**config.mk**
```make
export PLATFORM = sky130hd
export DESIGN_NAME = config_text_tokenizer
export DESIGN_NICKNAME = d
export VERILOG_FILES = /design/src/design/ctt_pkg.sv /design/src/design/ctt_front.sv /design/src/design/ctt_queue.sv /design/src/design/ctt_back.sv /design/src/design/config_text_tokenizer.sv
export SDC_FILE = /design/constraint.sdc
export NUM_CORES = 1
export LEC_CHECK = 0
export BUFFER_PORTS_ARGS = -buffer_cell sky130_fd_sc_hd__buf_2
export CORE_ASPECT_RATIO = 0.7
export CORE_MARGIN = 5
export CORE_UTILIZATION = 30
export DETAILED_ROUTE_END_ITERATION = 8
export PLACE_DENSITY = 0.44
export SETUP_SLACK_MARGIN = 0.4
export SLEW_MARGIN = 25
export SYNTH_ARGS = -nofsm -noshare
export SYNTH_HDL_FRONTEND = slang
export SYNTH_SLANG_ARGS = --single-unit
```
**constraint.sdc**
```tcl
create_clock -name clock -period 8.9 [get_ports clock]
set_input_delay 0 -clock clock [delete_from_list [all_inputs] [get_ports clock]]
set_output_delay 0 -clock clock [all_outputs]
set_load 0.005 [all_outputs]
```
**src/design/ctt_pkg.sv**
```systemverilog
// Shared constants, record types and character helpers for the config text tokenizer.
package ctt_pkg;

   localparam int POS_BITS_DEF = 16;
   localparam int QUEUE_DEPTH_DEF = 4;
   localparam int OUT_POS_W = 16;

   localparam logic [3:0] KIND_NUMBER  = 4'd0;
   localparam logic [3:0] KIND_STRING  = 4'd1;
   localparam logic [3:0] KIND_SYMBOL  = 4'd2;
   localparam logic [3:0] KIND_LBRACE  = 4'd3;
   localparam logic [3:0] KIND_RBRACE  = 4'd4;
   localparam logic [3:0] KIND_LBRACK  = 4'd5;
   localparam logic [3:0] KIND_RBRACK  = 4'd6;
   localparam logic [3:0] KIND_COMMA   = 4'd7;
   localparam logic [3:0] KIND_COLON   = 4'd8;
   localparam logic [3:0] KIND_SEMI    = 4'd9;
   localparam logic [3:0] KIND_GREATER = 4'd10;
   localparam logic [3:0] KIND_LESS    = 4'd11;
   localparam logic [3:0] KIND_UNKNOWN = 4'd12;
   localparam logic [3:0] KIND_END     = 4'd13;

   localparam logic [1:0] ERR_NONE     = 2'd0;
   localparam logic [1:0] ERR_NO_QUOTE = 2'd1;
   localparam logic [1:0] ERR_TOO_LONG = 2'd2;

   localparam logic [7:0] CH_NL     = 8'h0A;
   localparam logic [7:0] CH_TAB    = 8'h09;
   localparam logic [7:0] CH_CR     = 8'h0D;
   localparam logic [7:0] CH_SPACE  = 8'h20;
   localparam logic [7:0] CH_EQUAL  = 8'h3D;
   localparam logic [7:0] CH_UNDER  = 8'h5F;
   localparam logic [7:0] CH_DOT    = 8'h2E;
   localparam logic [7:0] CH_QUOTE  = 8'h22;
   localparam logic [7:0] CH_BSLASH = 8'h5C;
   localparam logic [7:0] CH_LOW_N  = 8'h6E;
   localparam logic [7:0] CH_LOW_T  = 8'h74;
   localparam logic [7:0] CH_LOW_R  = 8'h72;
   localparam logic [7:0] CH_0      = 8'h30;
   localparam logic [7:0] CH_9      = 8'h39;
   localparam logic [7:0] CH_LOW_A  = 8'h61;
   localparam logic [7:0] CH_LOW_Z  = 8'h7A;
   localparam logic [7:0] CH_UP_A   = 8'h41;
   localparam logic [7:0] CH_UP_Z   = 8'h5A;

   typedef struct packed {
      logic [3:0]           kind;
      logic                 is_val;
      logic [7:0]           val;
      logic [OUT_POS_W-1:0] start;
      logic [OUT_POS_W-1:0] stop;
      logic [1:0]           err;
   } rec_type;

   // One queue entry holds every record that one input word causes.
   typedef struct packed {
      logic    two;
      rec_type rec0;
      rec_type rec1;
   } entry_type;

   function automatic logic is_digit(input logic [7:0] c);
      return (c >= CH_0) && (c <= CH_9);
   endfunction

   function automatic logic is_letter(input logic [7:0] c);
      return ((c >= CH_LOW_A) && (c <= CH_LOW_Z)) || ((c >= CH_UP_A) && (c <= CH_UP_Z));
   endfunction

   // Hit flag in the top bit, punctuation kind below.
   function automatic logic [4:0] punct_lookup(input logic [7:0] c);
      logic [4:0] r;
      r = 5'd0;
      unique case (c)
         8'h7B: r = {1'b1, KIND_LBRACE};
         8'h7D: r = {1'b1, KIND_RBRACE};
         8'h5B: r = {1'b1, KIND_LBRACK};
         8'h5D: r = {1'b1, KIND_RBRACK};
         8'h2C: r = {1'b1, KIND_COMMA};
         8'h3A: r = {1'b1, KIND_COLON};
         8'h3B: r = {1'b1, KIND_SEMI};
         8'h3E: r = {1'b1, KIND_GREATER};
         8'h3C: r = {1'b1, KIND_LESS};
         default: r = 5'd0;
      endcase
      return r;
   endfunction

endpackage

```
**src/design/ctt_front.sv**
```systemverilog
// Lexer front end: classifies each accepted word and builds its records.
module ctt_front import ctt_pkg::*; #(
   parameter int POS_BITS = POS_BITS_DEF
) (
   input  logic            clock,
   input  logic            reset,
   input  logic            accept,
   input  logic [7:0]      char_byte,
   input  logic            end_marker,
   output logic            wr_valid,
   output entry_type       wr_entry
);

   localparam int WIDE_W = POS_BITS + OUT_POS_W;

   typedef enum logic [6:0] {
      MODE_IDLE    = 7'b0000001,
      MODE_NUM     = 7'b0000010,
      MODE_NUM_DOT = 7'b0000100,
      MODE_SYM     = 7'b0001000,
      MODE_STR     = 7'b0010000,
      MODE_ESC     = 7'b0100000,
      MODE_DONE    = 7'b1000000
   } mode_type;

   mode_type            mode_ff, mode_in;
   logic [POS_BITS-1:0] pos_ff, pos_in;
   logic [POS_BITS-1:0] beg_ff, beg_in;

   logic [POS_BITS-1:0] pos_next;
   logic                pos_full;
   logic [4:0]          punct;
   logic                dig, let_c, skip;
   logic                idle_has;
   rec_type             idle_rec;
   mode_type            idle_mode;
   logic [POS_BITS-1:0] idle_beg;
   rec_type             close_rec, end_rec;
   logic                word_open;
   rec_type             rec0, rec1;
   logic [1:0]          n_rec;

   function automatic logic [OUT_POS_W-1:0] low_pos(input logic [POS_BITS-1:0] v);
      logic [WIDE_W-1:0] w;
      w = WIDE_W'(v);
      return w[OUT_POS_W-1:0];
   endfunction

   function automatic rec_type make_rec(input logic [3:0] kind, input logic is_val,
                                        input logic [7:0] val, input logic [POS_BITS-1:0] s,
                                        input logic [POS_BITS-1:0] e, input logic [1:0] err);
      rec_type r;
      r.kind   = kind;
      r.is_val = is_val;
      r.val    = val;
      r.start  = low_pos(s);
      r.stop   = low_pos(e);
      r.err    = err;
      return r;
   endfunction

   assign pos_next = pos_ff + 1'b1;
   assign pos_full = (pos_ff == {POS_BITS{1'b1}});
   assign punct    = punct_lookup(char_byte);
   assign dig      = is_digit(char_byte);
   assign let_c    = is_letter(char_byte);
   assign skip     = (char_byte == CH_NL) || (char_byte == CH_SPACE) ||
                     (char_byte == CH_TAB) || (char_byte == CH_EQUAL);
   assign word_open = (mode_ff == MODE_NUM) || (mode_ff == MODE_NUM_DOT) ||
                      (mode_ff == MODE_SYM);

   // Handling of a byte that lands between tokens.
   always_comb begin
      idle_has  = 1'b0;
      idle_rec  = make_rec(KIND_UNKNOWN, 1'b0, 8'd0, pos_ff, pos_next, ERR_NONE);
      idle_mode = MODE_IDLE;
      idle_beg  = beg_ff;
      if (skip) begin
         idle_has = 1'b0;
      end else if (punct[4]) begin
         idle_has = 1'b1;
         idle_rec = make_rec(punct[3:0], 1'b0, 8'd0, pos_ff, pos_next, ERR_NONE);
      end else if (dig) begin
         idle_has  = 1'b1;
         idle_rec  = make_rec(KIND_NUMBER, 1'b1, char_byte, pos_ff, pos_next, ERR_NONE);
         idle_mode = MODE_NUM;
         idle_beg  = pos_ff;
      end else if (let_c) begin
         idle_has  = 1'b1;
         idle_rec  = make_rec(KIND_SYMBOL, 1'b1, char_byte, pos_ff, pos_next, ERR_NONE);
         idle_mode = MODE_SYM;
         idle_beg  = pos_ff;
      end else if (char_byte == CH_QUOTE) begin
         idle_mode = MODE_STR;
         idle_beg  = pos_next;
      end else begin
         idle_has = 1'b1;
      end
   end

   always_comb begin
      close_rec = make_rec((mode_ff == MODE_SYM) ? KIND_SYMBOL : KIND_NUMBER, 1'b0, 8'd0,
                           beg_ff, pos_ff, ERR_NONE);
      end_rec   = make_rec(KIND_END, 1'b0, 8'd0, pos_ff, pos_ff, ERR_NONE);
      rec0      = end_rec;
      rec1      = end_rec;
      n_rec     = 2'd0;
      mode_in   = mode_ff;
      pos_in    = pos_ff;
      beg_in    = beg_ff;
      if (accept) begin
         if (mode_ff == MODE_DONE) begin
            n_rec = end_marker ? 2'd1 : 2'd0;
         end else if (end_marker || pos_full) begin
            if (end_marker) begin
               end_rec.err = ((mode_ff == MODE_STR) || (mode_ff == MODE_ESC)) ?
                             ERR_NO_QUOTE : ERR_NONE;
            end else begin
               end_rec.err = ERR_TOO_LONG;
            end
            mode_in = MODE_DONE;
            if (word_open) begin
               rec0  = close_rec;
               rec1  = end_rec;
               n_rec = 2'd2;
            end else begin
               rec0  = end_rec;
               n_rec = 2'd1;
            end
         end else begin
            pos_in = pos_next;
            unique case (mode_ff)
               MODE_NUM, MODE_NUM_DOT: begin
                  if (dig || ((char_byte == CH_DOT) && (mode_ff == MODE_NUM))) begin
                     rec0  = make_rec(KIND_NUMBER, 1'b1, char_byte, beg_ff, pos_next,
                                      ERR_NONE);
                     n_rec = 2'd1;
                     if (char_byte == CH_DOT) begin
                        mode_in = MODE_NUM_DOT;
                     end
                  end else begin
                     rec0    = close_rec;
                     rec1    = idle_rec;
                     n_rec   = idle_has ? 2'd2 : 2'd1;
                     mode_in = idle_mode;
                     beg_in  = idle_beg;
                  end
               end
               MODE_SYM: begin
                  if (let_c || dig || (char_byte == CH_UNDER)) begin
                     rec0  = make_rec(KIND_SYMBOL, 1'b1, char_byte, beg_ff, pos_next,
                                      ERR_NONE);
                     n_rec = 2'd1;
                  end else begin
                     rec0    = close_rec;
                     rec1    = idle_rec;
                     n_rec   = idle_has ? 2'd2 : 2'd1;
                     mode_in = idle_mode;
                     beg_in  = idle_beg;
                  end
               end
               MODE_STR: begin
                  if (char_byte == CH_QUOTE) begin
                     rec0    = make_rec(KIND_STRING, 1'b0, 8'd0, beg_ff, pos_next, ERR_NONE);
                     n_rec   = 2'd1;
                     mode_in = MODE_IDLE;
                  end else if (char_byte == CH_BSLASH) begin
                     mode_in = MODE_ESC;
                  end else begin
                     rec0  = make_rec(KIND_STRING, 1'b1, char_byte, beg_ff, pos_next,
                                      ERR_NONE);
                     n_rec = 2'd1;
                  end
               end
               MODE_ESC: begin
                  priority if (char_byte == CH_LOW_N) begin
                     rec0 = make_rec(KIND_STRING, 1'b1, CH_NL, beg_ff, pos_next, ERR_NONE);
                  end else if (char_byte == CH_LOW_T) begin
                     rec0 = make_rec(KIND_STRING, 1'b1, CH_TAB, beg_ff, pos_next, ERR_NONE);
                  end else if (char_byte == CH_LOW_R) begin
                     rec0 = make_rec(KIND_STRING, 1'b1, CH_CR, beg_ff, pos_next, ERR_NONE);
                  end else begin
                     rec0 = make_rec(KIND_STRING, 1'b1, char_byte, beg_ff, pos_next,
                                     ERR_NONE);
                  end
                  n_rec   = 2'd1;
                  mode_in = MODE_STR;
               end
               default: begin
                  rec0    = idle_rec;
                  n_rec   = idle_has ? 2'd1 : 2'd0;
                  mode_in = idle_mode;
                  beg_in  = idle_beg;
               end
            endcase
         end
      end
   end

   assign wr_valid      = (n_rec != 2'd0);
   assign wr_entry.two  = (n_rec == 2'd2);
   assign wr_entry.rec0 = rec0;
   assign wr_entry.rec1 = rec1;

   always_ff @(posedge clock) begin
      if (reset) begin
         mode_ff <= MODE_IDLE;
         pos_ff  <= '0;
         beg_ff  <= '0;
      end else begin
         mode_ff <= mode_in;
         pos_ff  <= pos_in;
         beg_ff  <= beg_in;
      end
   end

endmodule

```
**src/design/ctt_queue.sv**
```systemverilog
// Short queue of record groups between the lexer and the output stage.
module ctt_queue import ctt_pkg::*; #(
   parameter int DEPTH = QUEUE_DEPTH_DEF
) (
   input  logic                       clock,
   input  logic                       reset,
   input  logic                       wr_valid,
   input  entry_type                  wr_entry,
   input  logic                       rd_take,
   output logic                       rd_valid,
   output entry_type                  rd_entry,
   output logic                       full,
   output logic [$clog2(DEPTH+1)-1:0] level
);

   localparam int PW = $clog2(DEPTH);
   localparam int CW = $clog2(DEPTH + 1);

   entry_type       entries_ff [DEPTH];
   logic [PW-1:0]   wr_ptr_ff, wr_ptr_in;
   logic [PW-1:0]   rd_ptr_ff, rd_ptr_in;
   logic [CW-1:0]   count_ff, count_in;
   logic            do_pop;

   assign do_pop    = rd_take && (count_ff != '0);
   assign wr_ptr_in = !wr_valid ? wr_ptr_ff :
                      ((wr_ptr_ff == PW'(DEPTH - 1)) ? '0 : wr_ptr_ff + 1'b1);
   assign rd_ptr_in = !do_pop ? rd_ptr_ff :
                      ((rd_ptr_ff == PW'(DEPTH - 1)) ? '0 : rd_ptr_ff + 1'b1);
   assign count_in  = count_ff + CW'(wr_valid) - CW'(do_pop);

   assign rd_valid = (count_ff != '0);
   assign rd_entry = entries_ff[rd_ptr_ff];
   assign full     = (count_ff == CW'(DEPTH));
   assign level    = count_ff;

   always_ff @(posedge clock) begin
      if (wr_valid) begin
         entries_ff[wr_ptr_ff] <= wr_entry;
      end
   end

   always_ff @(posedge clock) begin
      if (reset) begin
         wr_ptr_ff <= '0;
         rd_ptr_ff <= '0;
         count_ff  <= '0;
      end else begin
         wr_ptr_ff <= wr_ptr_in;
         rd_ptr_ff <= rd_ptr_in;
         count_ff  <= count_in;
      end
   end

endmodule

```
**src/design/ctt_back.sv**
```systemverilog
// Output stage: holds one record group and hands its records out one at a time.
module ctt_back import ctt_pkg::*; (
   input  logic      clock,
   input  logic      reset,
   input  logic      q_valid,
   input  entry_type q_entry,
   output logic      q_take,
   input  logic      pop,
   output logic      out_valid,
   output rec_type   out_rec,
   output logic      out_last
);

   logic      valid_ff, valid_in;
   logic      idx_ff, idx_in;
   entry_type cur_ff, cur_in;
   logic      load;

   assign out_last  = idx_ff || !cur_ff.two;
   assign out_rec   = idx_ff ? cur_ff.rec1 : cur_ff.rec0;
   assign out_valid = valid_ff;

   assign load     = !valid_ff || (pop && out_last);
   assign q_take   = load && q_valid;
   assign valid_in = load ? q_valid : valid_ff;
   assign idx_in   = load ? 1'b0 : (pop ? 1'b1 : idx_ff);
   assign cur_in   = q_take ? q_entry : cur_ff;

   always_ff @(posedge clock) begin
      cur_ff <= cur_in;
   end

   always_ff @(posedge clock) begin
      if (reset) begin
         valid_ff <= 1'b0;
         idx_ff   <= 1'b0;
      end else begin
         valid_ff <= valid_in;
         idx_ff   <= idx_in;
      end
   end

endmodule

```
**src/design/config_text_tokenizer.sv**
```systemverilog
// Top level of the config text tokenizer: lexer, record queue and output stage.
//
//   channel   direction  handshake     ports
//   request   in         push / full   req_char_byte, req_end_marker
//   response  out        pop / empty   rsp_token_kind .. rsp_last_of_run
//
// A request word is taken in every cycle the queue has room; the lexer
// classifies it in that same cycle and writes its records (zero, one or
// two) into the queue as one entry if there are any. The output stage shows
// one record per cycle while popped; a word with two records needs two pops.
// A word's first record shows after the queue and output stage registers.
// Synchronous reset returns the lexer to between-tokens at offset zero and
// empties the queue. A stalled response side fills the queue, then raises full.
module config_text_tokenizer import ctt_pkg::*; #(
   parameter int POS_BITS    = POS_BITS_DEF,
   parameter int QUEUE_DEPTH = QUEUE_DEPTH_DEF
) (
   input  logic                 clock,
   input  logic                 reset,
   input  logic                 push,
   output logic                 full,
   input  logic [7:0]           req_char_byte,
   input  logic                 req_end_marker,
   output logic                 empty,
   input  logic                 pop,
   output logic [3:0]           rsp_token_kind,
   output logic                 rsp_is_value_byte,
   output logic [7:0]           rsp_value_byte,
   output logic [OUT_POS_W-1:0] rsp_token_start,
   output logic [OUT_POS_W-1:0] rsp_token_end,
   output logic [1:0]           rsp_error_code,
   output logic                 rsp_last_of_run
);

   logic                             accept;
   logic                             wr_valid;
   entry_type                        wr_entry;
   logic                             q_valid;
   entry_type                        q_entry;
   logic                             q_take;
   logic [$clog2(QUEUE_DEPTH+1)-1:0] q_level;
   logic                             out_valid;
   rec_type                          out_rec;
   logic                             pop_ok;

   // Take a word only while the queue can absorb its whole record group.
   assign accept = push && !full;
   assign pop_ok = pop && out_valid;

   ctt_front #(.POS_BITS(POS_BITS)) u_front (
      .clock      (clock),
      .reset      (reset),
      .accept     (accept),
      .char_byte  (req_char_byte),
      .end_marker (req_end_marker),
      .wr_valid   (wr_valid),
      .wr_entry   (wr_entry)
   );

   ctt_queue #(.DEPTH(QUEUE_DEPTH)) u_queue (
      .clock    (clock),
      .reset    (reset),
      .wr_valid (wr_valid),
      .wr_entry (wr_entry),
      .rd_take  (q_take),
      .rd_valid (q_valid),
      .rd_entry (q_entry),
      .full     (full),
      .level    (q_level)
   );

   ctt_back u_back (
      .clock     (clock),
      .reset     (reset),
      .q_valid   (q_valid),
      .q_entry   (q_entry),
      .q_take    (q_take),
      .pop       (pop_ok),
      .out_valid (out_valid),
      .out_rec   (out_rec),
      .out_last  (rsp_last_of_run)
   );

   // Drive the response ports straight from the output stage registers.
   assign empty             = !out_valid;
   assign rsp_token_kind    = out_rec.kind;
   assign rsp_is_value_byte = out_rec.is_val;
   assign rsp_value_byte    = out_rec.val;
   assign rsp_token_start   = out_rec.start;
   assign rsp_token_end     = out_rec.stop;
   assign rsp_error_code    = out_rec.err;

`ifndef SYNTH
   // The queue never holds more groups than it has slots.
   assert property (@(posedge clock) disable iff (reset)
      q_level <= ($clog2(QUEUE_DEPTH+1))'(QUEUE_DEPTH))
      else $error("record queue overflow");

   // Value bytes belong only to number, string and symbol tokens.
   assert property (@(posedge clock) disable iff (reset)
      (!empty && rsp_is_value_byte) |->
         (rsp_token_kind == KIND_NUMBER || rsp_token_kind == KIND_STRING ||
          rsp_token_kind == KIND_SYMBOL))
      else $error("value byte on a non-value token");

   // An end record always closes the group of its word.
   assert property (@(posedge clock) disable iff (reset)
      (!empty && rsp_token_kind == KIND_END) |-> rsp_last_of_run)
      else $error("end record not last of its run");

   // Single-byte tokens span exactly one offset.
   assert property (@(posedge clock) disable iff (reset)
      (!empty && rsp_token_kind >= KIND_LBRACE && rsp_token_kind <= KIND_UNKNOWN) |->
         (rsp_token_end == rsp_token_start + 1'b1))
      else $error("single-byte token with wrong span");
`endif

endmodule

```
==> flow_summary_export.csv, run 1 <==
group,metric,value,unit
cells_and_area,syn_to_final_growth,14.6,%
floorplanning,start_util,0.303,
run_status,outcome,"finished clean",
sta,fin_crit_sh,0.504,
floorplanning,pin_count,63,
routing,via_per_inst,4.94,
placement,placed_cell_area,23000,um^2
setup_path,worstPathRequired,9.12,ns
power_and_ir_drop,cellPowerDensity,297,nW/um^2
cells_and_area,diodes,0,
routing,first_pass_iters,7,
floorplanning,core_area,71600,um^2
cts,cts_buffer_depth,3,
setup_path,r2r_end,"u_queue.entries_ff[3][9]",
synth,netlist.area_leader.share,0.658,
setup_path,reg2regPathDepth,8,
setup_path,timing.rr.start,"u_front.pos_ff[0]",
sta,max_freq,223,MHz
sta,rsz0062_at_grt,"false",
cells_and_area,nNetsFinal,1334,
global_routing,grt_max_degree,58,
sta,worstMarginPinSlew,1.01,ns
floorplanning,die_area,77800,um^2
synth,synth_common_cells,"edfxtp_1 (475), mux4_2 (95), nor2_1 (67)",
cts,cts_buffers,52,
job,maxCapViolations,0,
global_routing,grt_antenna_before_repair,2,
sta,tns,0,ns
cts,cts_tree,"yes",
routing,vias,11400,
synth,ys_seq_area_frac,0.703,
synth,yosysWarnings,0,
synth,ys_seq_elements,523,
synth,synth_edf_count,475,
floorplanning,die_h,235,um
routing,ant_nets,0,
hold_path,hold_path_class,"in2reg",
cells_and_area,fin_area,24800,um^2
synth,syn_area,21700,um^2
sta,hold_slack,0.0613,ns
synth,synth_cells,1246,
cts,clkTransAtPathRegs,0.06,ns
hold_path,worstHoldEndpoint,"u_queue.entries_ff[3][34]",
placement,routabilityCongestion,0.844,
cts,postCtsSetupRepairBufs,0,
sta,period_needed,4.49,ns
routing,drc,0,
placement,hpwl,32200,um
synth,ys_async_sr_fraction,0,
global_routing,grt_usage,0.134,
setup_path,start_kind,"flop",
setup_path,worstPathMaxFanout,54,
sta,setup_slack,4.41,ns
routing,drt_iter0_drc,1029,
synth,synthTopCellsByArea,"edfxtp_1 (66%), mux4_2 (9.9%), dfxtp_1 (4.4%)",
setup_path,critPathArrivalTime,4.71,ns
placement,numPortBuffers,62,
global_routing,overflow,0,
routing,wl_per_cell,22.7,um
floorplanning,die_w,331,um
setup_path,worstSetupPathType,"reg2reg",
sta,slew_viol_final,0,
power_and_ir_drop,power_leakage,7.97,nW
setup_path,rrSetupSlack,4.41,ns
floorplanning,num_rows,82,
global_routing,grt_pass1_vias,11500,
cells_and_area,drive_gt1_frac,0.269,
hold_path,min_path_cells,2,
power_and_ir_drop,peakVddDrop,0.191,mV
synth,synth_area_per_cell,17.4,um^2
placement,dp_worst_setup_slack,4.40,ns
synth,synth_most_common_cell,"edfxtp_1",
synth,synthFlopType,"edfxtp_1",
cts,cts.sink_count,523,
synth,synth_top_area_cell,"edfxtp_1",
cts,cts-resized-gates,0,
global_routing,grt_pass1_wl,78500,um
sta,max_slew_margin,0.329,
sta,clock-skew-final,0.0185,ns
cts,cts_root_buf,"clkbuf_16",
cts,h-tree-depth,2,
hold_path,min_from,"req_char_byte[0]",
sta,hold_violations,0,
synth,synth_cell_types,91,
cts,clk_latency,0.60,ns
sta,setup_viol,0,
setup_path,end_kind,"flop",
routing,routed_wl,52700,um
[registers in the layout, indices dropped and copies added, names as in the netlist]
signal              flops
u_queue.entries_ff    380
u_back.cur_ff          95
u_front.beg_ff         16
u_front.pos_ff         16
u_front.mode_ff         7
u_queue.level           3
u_queue.rd_ptr_ff       2
u_queue.wr_ptr_ff       2
u_back.idx_ff           1
u_back.out_valid        1
[through the flow]
| step | cells | util | total power, W |
|---|---|---|---|
| floorplan | 1253 | - | 0.00465 |
| global placement | 2214 | 0.321 | 0.00524 |
| detailed placement | 2214 | 0.321 | 0.00525 |
| CTS | 2318 | 0.346 | 0.00754 |
| global route | 2319 | 0.347 | 0.00776 |
| finish | 2319 | 0.347 | 0.00738 |
[worst max-delay path by stage]
stage | start | cells after the start | to | slack [ns]
5_1_grt | u_front.pos_ff[0] | 8 | u_queue.entries_ff[3][9] | 4.14
2_1_floorplan | u_back.idx_ff | 11 | u_queue.level[2] | 1.67
3_3_place_gp | u_front.pos_ff[0] | 8 | u_queue.entries_ff[1][55] | 4.52
3_5_place_dp | u_front.pos_ff[0] | 8 | u_queue.entries_ff[1][0] | 4.40
6_report | u_front.pos_ff[0] | 8 | u_queue.entries_ff[3][9] | 4.41
4_1_cts | u_front.pos_ff[0] | 8 | u_queue.entries_ff[2][50] | 4.39
[critical path, cell delays in order (launching register included)]
cell	delay [ns]
dfxtp_1	0.64
ha_1	0.35
nand3_1	0.22
or3_1	0.57
o21ai_2	0.37
o41ai_1	0.19
o21ai_4	0.17
and2_4	0.71
buf_4	0.79
[timing repair]
action,CTS,global route
hold buffers,9,0
endpoints found under the setup margin,0,0
hold endpoints to repair,55,0
[placed cells by master (no fill, tap or decap), types with 4 or more instances in the layout]
| cell type | Yosys | final |
|---|---|---|
| a211oi_2 | 10 | 10 |
| a21oi_1 | 31 | 30 |
| a221o_1 | 7 | 7 |
| and2_1 | 15 | 11 |
| and2_4 | 0 | 4 |
| and3_1 | 5 | 5 |
| buf_2 | 16 | 62 |
| buf_4 | 5 | 16 |
| bufinv_16 | 0 | 7 |
| clkbuf_1 | 40 | 13 |
| clkbuf_16 | 0 | 53 |
| clkinv_1 | 0 | 5 |
| clkinv_2 | 0 | 11 |
| conb_1 | 1 | 8 |
| dfxtp_1 | 48 | 45 |
| dlygate4sd3_1 | 0 | 9 |
| edfxtp_1 | 475 | 475 |
| ha_1 | 8 | 8 |
| inv_1 | 20 | 20 |
| mux2_2 | 51 | 51 |
| mux2_4 | 6 | 6 |
| mux4_2 | 95 | 95 |
| nand2_1 | 54 | 54 |
| nand2b_1 | 7 | 7 |
| nand3_1 | 21 | 21 |
| nand4_1 | 5 | 5 |
| nor2_1 | 67 | 66 |
| nor2b_1 | 5 | 5 |
| nor3_1 | 16 | 15 |
| nor4_1 | 8 | 7 |
| o211ai_1 | 7 | 7 |
| o21ai_0 | 22 | 22 |
| o21ai_1 | 4 | 4 |
| o21ai_2 | 9 | 9 |
| o221ai_1 | 5 | 5 |
| or4_1 | 4 | 4 |
| xnor2_1 | 51 | 51 |
| xor2_1 | 12 | 12 |
[report_power, final]
group	internal, W	total, W	switching (W)
registers	0.00339	0.00360	0.000208
logic	0.000672	0.00153	0.000862
clock network	0.00132	0.00224	0.000929
[kinds of logic after synthesis]
family	count (synthesis)	synth area share
compound gates	143	0.0507
xor+xnor	63	0.0255
fa+ha+maj	9	0.00554
buf+inv	103	0.0214
flops	523	0.703
mux	158	0.132
other cells	1	0.000173
simple gates	246	0.0617
[area by class of cell]
class	count	area, um^2
Clock buffer	68	1400
Clock inverter	27	329
Fill cell	6844	46800
Inverter	20	75.1
Multi-Input combinational cell	627	6040
Sequential cell	523	15200
Tap cell	966	1210
Timing Repair Buffer	88	541
[layer usage]
metal | vias to the layer above | GRT usage | part of all wire | routed length, um
met4 | 0 | 0.0292 | 0.018 | 932
met1 | 6057 | 0.217 | 0.51 | 27100
met2 | 281 | 0.190 | 0.42 | 22400
met3 | 67 | 0.0196 | 0.044 | 2330
met5 | - | 0 | 0 | 0
li1 | 5043 | - | - | -
Note: power is estimated with default switching activity, not from simulation.
==> run 2: changes to the inputs <==
Settings changed: ABC_AREA set to 1, PLACE_DENSITY 0.44 to 0.46.
Clock period 8.9 ns to 3.67 ns, I/O delays scaled along.
==> run 2 against run 1 <==
Effect of this change: critical path depth grew 3; non-clock buffer count grew 61; first-iteration DRC count grew 53%; combinational power grew to 3.1 times the previous value; power grew to 2.5 times the previous value; routed wire length grew 31%; synthesized cell count grew 61%; core utilization grew 0.83 points; fmax grew 43%; largest cell class unchanged; largest power group unchanged.
==> flow_summary_export.csv, run 2 <==
group,metric,value,unit
run_status,outcome,"finished clean",
cells_and_area,stdcell_count,3120,
hold_path,worstHoldEndpoint,"u_queue.entries_ff[1][88]",
cells_and_area,nNetsFinal,2124,
synth,ys_seq_area_frac,0.683,
cells_and_area,fin_area,26100,um^2
sta,hold_slack,0.0810,ns
sta,worstMarginPinSlew,1.13,ns
placement,hpwl,45000,um
synth,netlist.area_leader.share,0.640,
placement,numPortBuffers,62,
routing,wl_per_cell,22.2,um
synth,synthTopCellsByArea,"edfxtp_1 (64%), o21ai_0 (6.7%), nand2_1 (5.4%)",
cts,cts_root_buf,"clkbuf_16",
hold_path,min_path_cells,4,
floorplanning,die_area,79900,um^2
setup_path,timing.rr.start,"u_front.mode_ff[1]",
sta,max_freq,318,MHz
sta,clock-skew-final,0.0203,ns
routing,via_per_inst,5.04,
placement,routabilityCongestion,0.912,
global_routing,grt_antenna_before_repair,4,
sta,tns,0,ns
global_routing,grt_pass1_wl,102000,um
routing,first_pass_iters,5,
cts,cts_buffer_depth,3,
setup_path,reg2regPathDepth,11,
synth,synth_top_area_cell,"edfxtp_1",
synth,yosysWarnings,0,
cts,cts_buffers,53,
floorplanning,pin_count,63,
placement,placed_cell_area,24200,um^2
setup_path,start_kind,"flop",
global_routing,grt_usage,0.168,
global_routing,overflow,0,
cells_and_area,largestRegisters,"u_queue.entries_ff x380, u_back.cur_ff x95",
sta,setup_viol,0,
cts,clkTransAtPathRegs,0.06,ns
synth,synth_area_per_cell,11.1,um^2
synth,syn_area,22300,um^2
setup_path,end_kind,"flop",
power_and_ir_drop,power_leakage,8.95,nW
sta,slew_viol_final,0,
global_routing,grt_max_degree,99,
cts,clk_latency,0.61,ns
sta,fin_crit_sh,0.858,
routing,routed_wl,69100,um
setup_path,critPathArrivalTime,3.45,ns
sta,hold_violations,0,
floorplanning,die_h,238,um
setup_path,r2r_end,"u_queue.entries_ff[2][63]",
setup_path,worstPathRequired,3.97,ns
sta,rsz0062_at_grt,"false",
setup_path,rrSetupSlack,0.52,ns
floorplanning,num_rows,83,
routing,vias,15700,
hold_path,hold_path_class,"in2reg",
cts,cts.sink_count,523,
placement,dp_cells,3012,
cells_and_area,final_cell_mix,"edfxtp_1 (475), nand2_1 (317), o21ai_0 (297)",
synth,ys_seq_elements,523,
job,maxCapViolations,0,
cells_and_area,drive_gt1_frac,0.140,
cts,h-tree-depth,2,
setup_path,worstPathMaxFanout,14,
cts,cts_tree,"yes",
synth,synth_most_common_cell,"edfxtp_1",
synth,synthFlopType,"edfxtp_1",
cells_and_area,post-route-util,0.355,
power_and_ir_drop,peakVddDrop,0.376,mV
routing,drt_iter0_drc,1578,
cells_and_area,largest_register_ffs,380,
synth,synth_common_cells,"edfxtp_1 (475), nand2_1 (320), o21ai_0 (299)",
setup_path,worstSetupPathType,"reg2reg",
synth,synth_cell_types,52,
floorplanning,core_area,73400,um^2
routing,ant_nets,0,
cells_and_area,layout_commonest_cell,"edfxtp_1",
floorplanning,start_util,0.303,
sta,period_needed,3.15,ns
synth,synth_cells,2001,
cells_and_area,top_register,"u_queue.entries_ff",
routing,drc,0,
global_routing,grt_pass1_vias,14700,
cells_and_area,diodes,0,
power_and_ir_drop,cellPowerDensity,710,nW/um^2
synth,synth_edf_count,475,
synth,ys_async_sr_fraction,0,
floorplanning,die_w,336,um
hold_path,min_from,"req_char_byte[7]",
sta,max_slew_margin,0.237,
cells_and_area,syn_to_final_growth,17.0,%
[run 2: cell count changes in the layout (fill, tap and decap cells not counted), sizes merged, moves of 61 or more]
cell / delta
inv: +96
o22ai: +110
buf: +61
o21ai: +267
nor2: +204
mux4: -95
nand2: +280
[run 2: critical path, stage by stage, from the launching register on]
cell      delay (ns)
dfxtp_1         0.33
nor2_1          0.17
nand2_1         0.16
nor2_1          0.24
inv_2           0.20
nand2_2         0.17
nor2_4          0.11
nor2_2          0.15
nand2_2         0.23
inv_2           0.27
nand2_1         0.20
o211ai_1        0.62
[run 2: power breakdown]
part           internal (W)  leakage [nW]  switching [W]
sequential          0.00807          4.73       0.000322
combinational       0.00137          3.41        0.00343
clock               0.00302         0.813        0.00229
total                0.0125          8.95        0.00605
[run 2: cell type report]
| class | instances | area [um^2] |
|---|---|---|
| clock buffers | 78 | 1520 |
| inverters | 118 | 463 |
| flip-flops and latches | 523 | 15200 |
| clock inverters | 18 | 176 |
| multi-input cells | 1257 | 6220 |
| well taps | 977 | 1220 |
| repair buffers | 149 | 1210 |
| fillers | 7228 | 47400 |
[run 2: metal layers]
metal	wire length, um	vias to the layer above	GRT usage
met5	0	-	0
li1	-	7345	-
met1	34500	7801	0.264
met3	4800	87	0.0352
met4	1190	0	0.0316
met2	28700	480	0.239
[run 2: logic make-up after synthesis]
kind of cell,after synthesis,synth area share
and+or+nand+nor,710,0.137
DFF,523,0.683
AOI/OAI and AO/OA,516,0.127
buffers and inverters,228,0.0421
xor gates and xnor gates,14,0.00550
adders and majority gates,9,0.00539
other,1,0.000168
[run 2: worst max-delay path by stage]
stage,from,to,slack [ns],cells after the start
final,u_front.mode_ff[1],u_queue.entries_ff[2][63],0.52,11
after global routing,u_front.mode_ff[2],u_queue.entries_ff[3][64],0.41,11
after CTS,u_front.mode_ff[2],u_queue.entries_ff[2][38],0.53,15
after detailed placement,u_front.mode_ff[2],u_queue.entries_ff[2][92],0.54,15
after global placement,u_front.mode_ff[2],u_queue.entries_ff[2][88],0.61,15
after floorplan,u_front.pos_ff[4],u_queue.entries_ff[0][0],0.14,13
[run 2: what timing repair did]
item                                    4_1_cts  5_1_grt
resized for setup                             0        1
hold endpoints to repair                     56        0
endpoints found under the setup margin        0      158
hold buffers                                  9        0
setup buffers                                 0        3
[run 2: per-stage QoR]
stage                     total power [W]  worst slack [ns]
after floorplan                    0.0112             0.139
after CTS                          0.0188             0.526
after detailed placement           0.0134             0.544
after global placement             0.0134             0.606
after global routing               0.0195             0.414
final                              0.0185             0.522
==> run 3: changes to the inputs <==
Settings changed: CELL_PAD_IN_SITES_DETAIL_PLACEMENT set to 1, CELL_PAD_IN_SITES_GLOBAL_PLACEMENT set to 2, PLACE_DENSITY 0.46 to 0.62.
==> run 3 against run 2 <==
Effect of this change: sequential power up 0.5%; die area unchanged; non-clock buffer count down 11; power down 1.6%; clock skew up 0.0024 ns; via count down 0.16%; clock power down 3%; highest routed layer unchanged.
==> flow_summary_export.csv, run 3 (synthesis gave the netlist of run 2 again) <==
group,metric,value,unit
sta,tns,0,ns
power_and_ir_drop,cellPowerDensity,703,nW/um^2
cells_and_area,layout_commonest_cell,"edfxtp_1",
floorplanning,core_area,73400,um^2
setup_path,rrSetupSlack,0.53,ns
setup_path,critPathArrivalTime,3.41,ns
floorplanning,start_util,0.303,
hold_path,hold_path_class,"in2reg",
power_and_ir_drop,peakVddDrop,0.376,mV
cells_and_area,largestRegisters,"u_queue.entries_ff x380, u_back.cur_ff x95",
sta,worstMarginPinSlew,0.926,ns
sta,rsz0062_at_grt,"true",
hold_path,worstHoldEndpoint,"u_queue.entries_ff[1][37]",
sta,max_slew_margin,0.383,
floorplanning,die_area,79900,um^2
sta,setup_slack,0.527,ns
routing,vias,15700,
placement,hpwl,45600,um
setup_path,worstPathRequired,3.94,ns
cts,cts_buffers,53,
setup_path,crit_top_cell,"nand2_2",
sta,hold_violations,0,
placement,placed_cell_area,24000,um^2
cells_and_area,largest_register_ffs,380,
placement,routabilityCongestion,0.829,
global_routing,grt_pass1_wl,105000,um
cells_and_area,regArea,15200,um^2
cells_and_area,post-route-util,0.353,
routing,drt_iter0_drc,1299,
setup_path,timing.rr.start,"u_front.pos_ff[6]",
cts,cts.sink_count,523,
setup_path,worstPathMaxFanout,40,
setup_path,reg2regPathDepth,13,
cells_and_area,nNetsFinal,2115,
global_routing,grt_max_degree,111,
cts,cts_buffer_depth,3,
placement,dp_worst_setup_slack,0.285,ns
sta,period_needed,3.14,ns
floorplanning,die_h,238,um
hold_path,min_path_cells,3,
sta,clock-skew-final,0.0227,ns
global_routing,grt_pass1_vias,16100,
routing,first_pass_iters,5,
cells_and_area,syn_to_final_growth,16.3,%
cells_and_area,multi_input_area,6260,um^2
setup_path,slowest_delay,0.46,ns
routing,routed_wl,71200,um
routing,ant_nets,0,
sta,fin_crit_sh,0.856,
cells_and_area,drive_gt1_frac,0.136,
floorplanning,num_rows,83,
setup_path,critPathSlowestCell,"dfxtp_2",
cts,clkTransAtPathRegs,0.07,ns
job,maxCapViolations,0,
power_and_ir_drop,power_leakage,8.86,nW
run_status,outcome,"finished clean",
cells_and_area,fin_area,25900,um^2
routing,wl_per_cell,22.9,um
power_and_ir_drop,finalPower,0.0182,W
routing,drc,0,
floorplanning,pin_count,63,
routing,via_per_inst,5.04,
setup_path,end_kind,"flop",
cells_and_area,final.fill_count,8008,
cts,cts_root_buf,"clkbuf_16",
placement,numPortBuffers,62,
cts,clk_latency,0.61,ns
sta,max_freq,318,MHz
setup_path,start_kind,"flop",
cts,h-tree-depth,2,
cts,cts_tree,"yes",
hold_path,min_from,"req_char_byte[3]",
global_routing,grt_usage,0.174,
cells_and_area,final_cell_mix,"edfxtp_1 (475), nand2_1 (315), o21ai_0 (296)",
floorplanning,die_w,336,um
global_routing,grt_antenna_before_repair,6,
cells_and_area,top_register,"u_queue.entries_ff",
setup_path,worstSetupPathType,"reg2reg",
setup_path,cp_cell_sequence,"inv_2 > nor3_2 > nand2_2 > o21ai_4 > inv_6 > nor2_8 > nor2_1 > nand3_1 > nand2_2 > nand2_2 > inv_4 > nor2_4 > buf_12",
setup_path,r2r_end,"u_queue.entries_ff[0][68]",
global_routing,overflow,0,
sta,setup_viol,0,
sta,slew_viol_final,0,
==> run 3: critical path: cells and delay by family (launching register included) <==
kind / cells / cell delay [ns]
AO/OA/AOI/OAI: 1 / 0.20
flip-flops: 1 / 0.46
AND/OR/NAND/NOR: 8 / 1.43
buffers and inverters: 4 / 0.61
==> run 3: worst max-delay path by stage <==
| stage | startpoint | endpoint | depth (start not counted) |
|---|---|---|---|
| 2_1_floorplan | u_front.pos_ff[4] | u_queue.entries_ff[0][0] | 13 |
| 3_3_place_gp | u_queue.level[1] | u_queue.entries_ff[1][70] | 8 |
| 3_5_place_dp | u_queue.level[1] | u_queue.entries_ff[0][41] | 11 |
| 4_1_cts | u_front.mode_ff[3] | u_queue.entries_ff[1][67] | 14 |
| 5_1_grt | u_front.mode_ff[6] | u_queue.entries_ff[0][65] | 14 |
| 6_report | u_front.pos_ff[6] | u_queue.entries_ff[0][68] | 13 |
==> run 3: layer usage <==
layer,GRT usage,part of all wire,up-vias
li1,-,-,7336
met1,0.257,0.49,7945
met2,0.266,0.44,334
met3,0.0354,0.056,73
met4,0.0352,0.016,0
met5,0,0,-
==> run 3: stage by stage <==
step           std cells  hold WS [ns]
5_1_grt             3111        0.0649
6_report            3113        0.0498
3_5_place_dp        2995         0.381
3_3_place_gp        2995         0.357
4_1_cts             3104        0.0204
2_1_floorplan       2008         0.167
==> run 3: cell type report <==
class,instances,area share
flip-flops and latches,523,0.589
multi-input cells,1259,0.242
clock buffers,71,0.0538
well taps,977,0.0472
repair buffers,138,0.0416
inverters,118,0.0179
clock inverters,25,0.00889
diodes,2,0.000193
==> run 3: power breakdown <==
group | total [W] | leakage [nW] | internal [W] | switching, W
Clock | 0.00516 | 0.774 | 0.00288 | 0.00228
Sequential | 0.00843 | 4.73 | 0.00807 | 0.000363
Combinational | 0.00462 | 3.36 | 0.00130 | 0.00332
Total | 0.0182 | 8.86 | 0.0123 | 0.00596
==> run 3: what timing repair did <==
action	4_1_cts	5_1_grt
hold buffers	9	0
pin swaps	1	1
buffers inserted	3	4
setup endpoints to repair	341	309
hold endpoints to repair	54	0
resized for setup	0	11
gates cloned	1	3
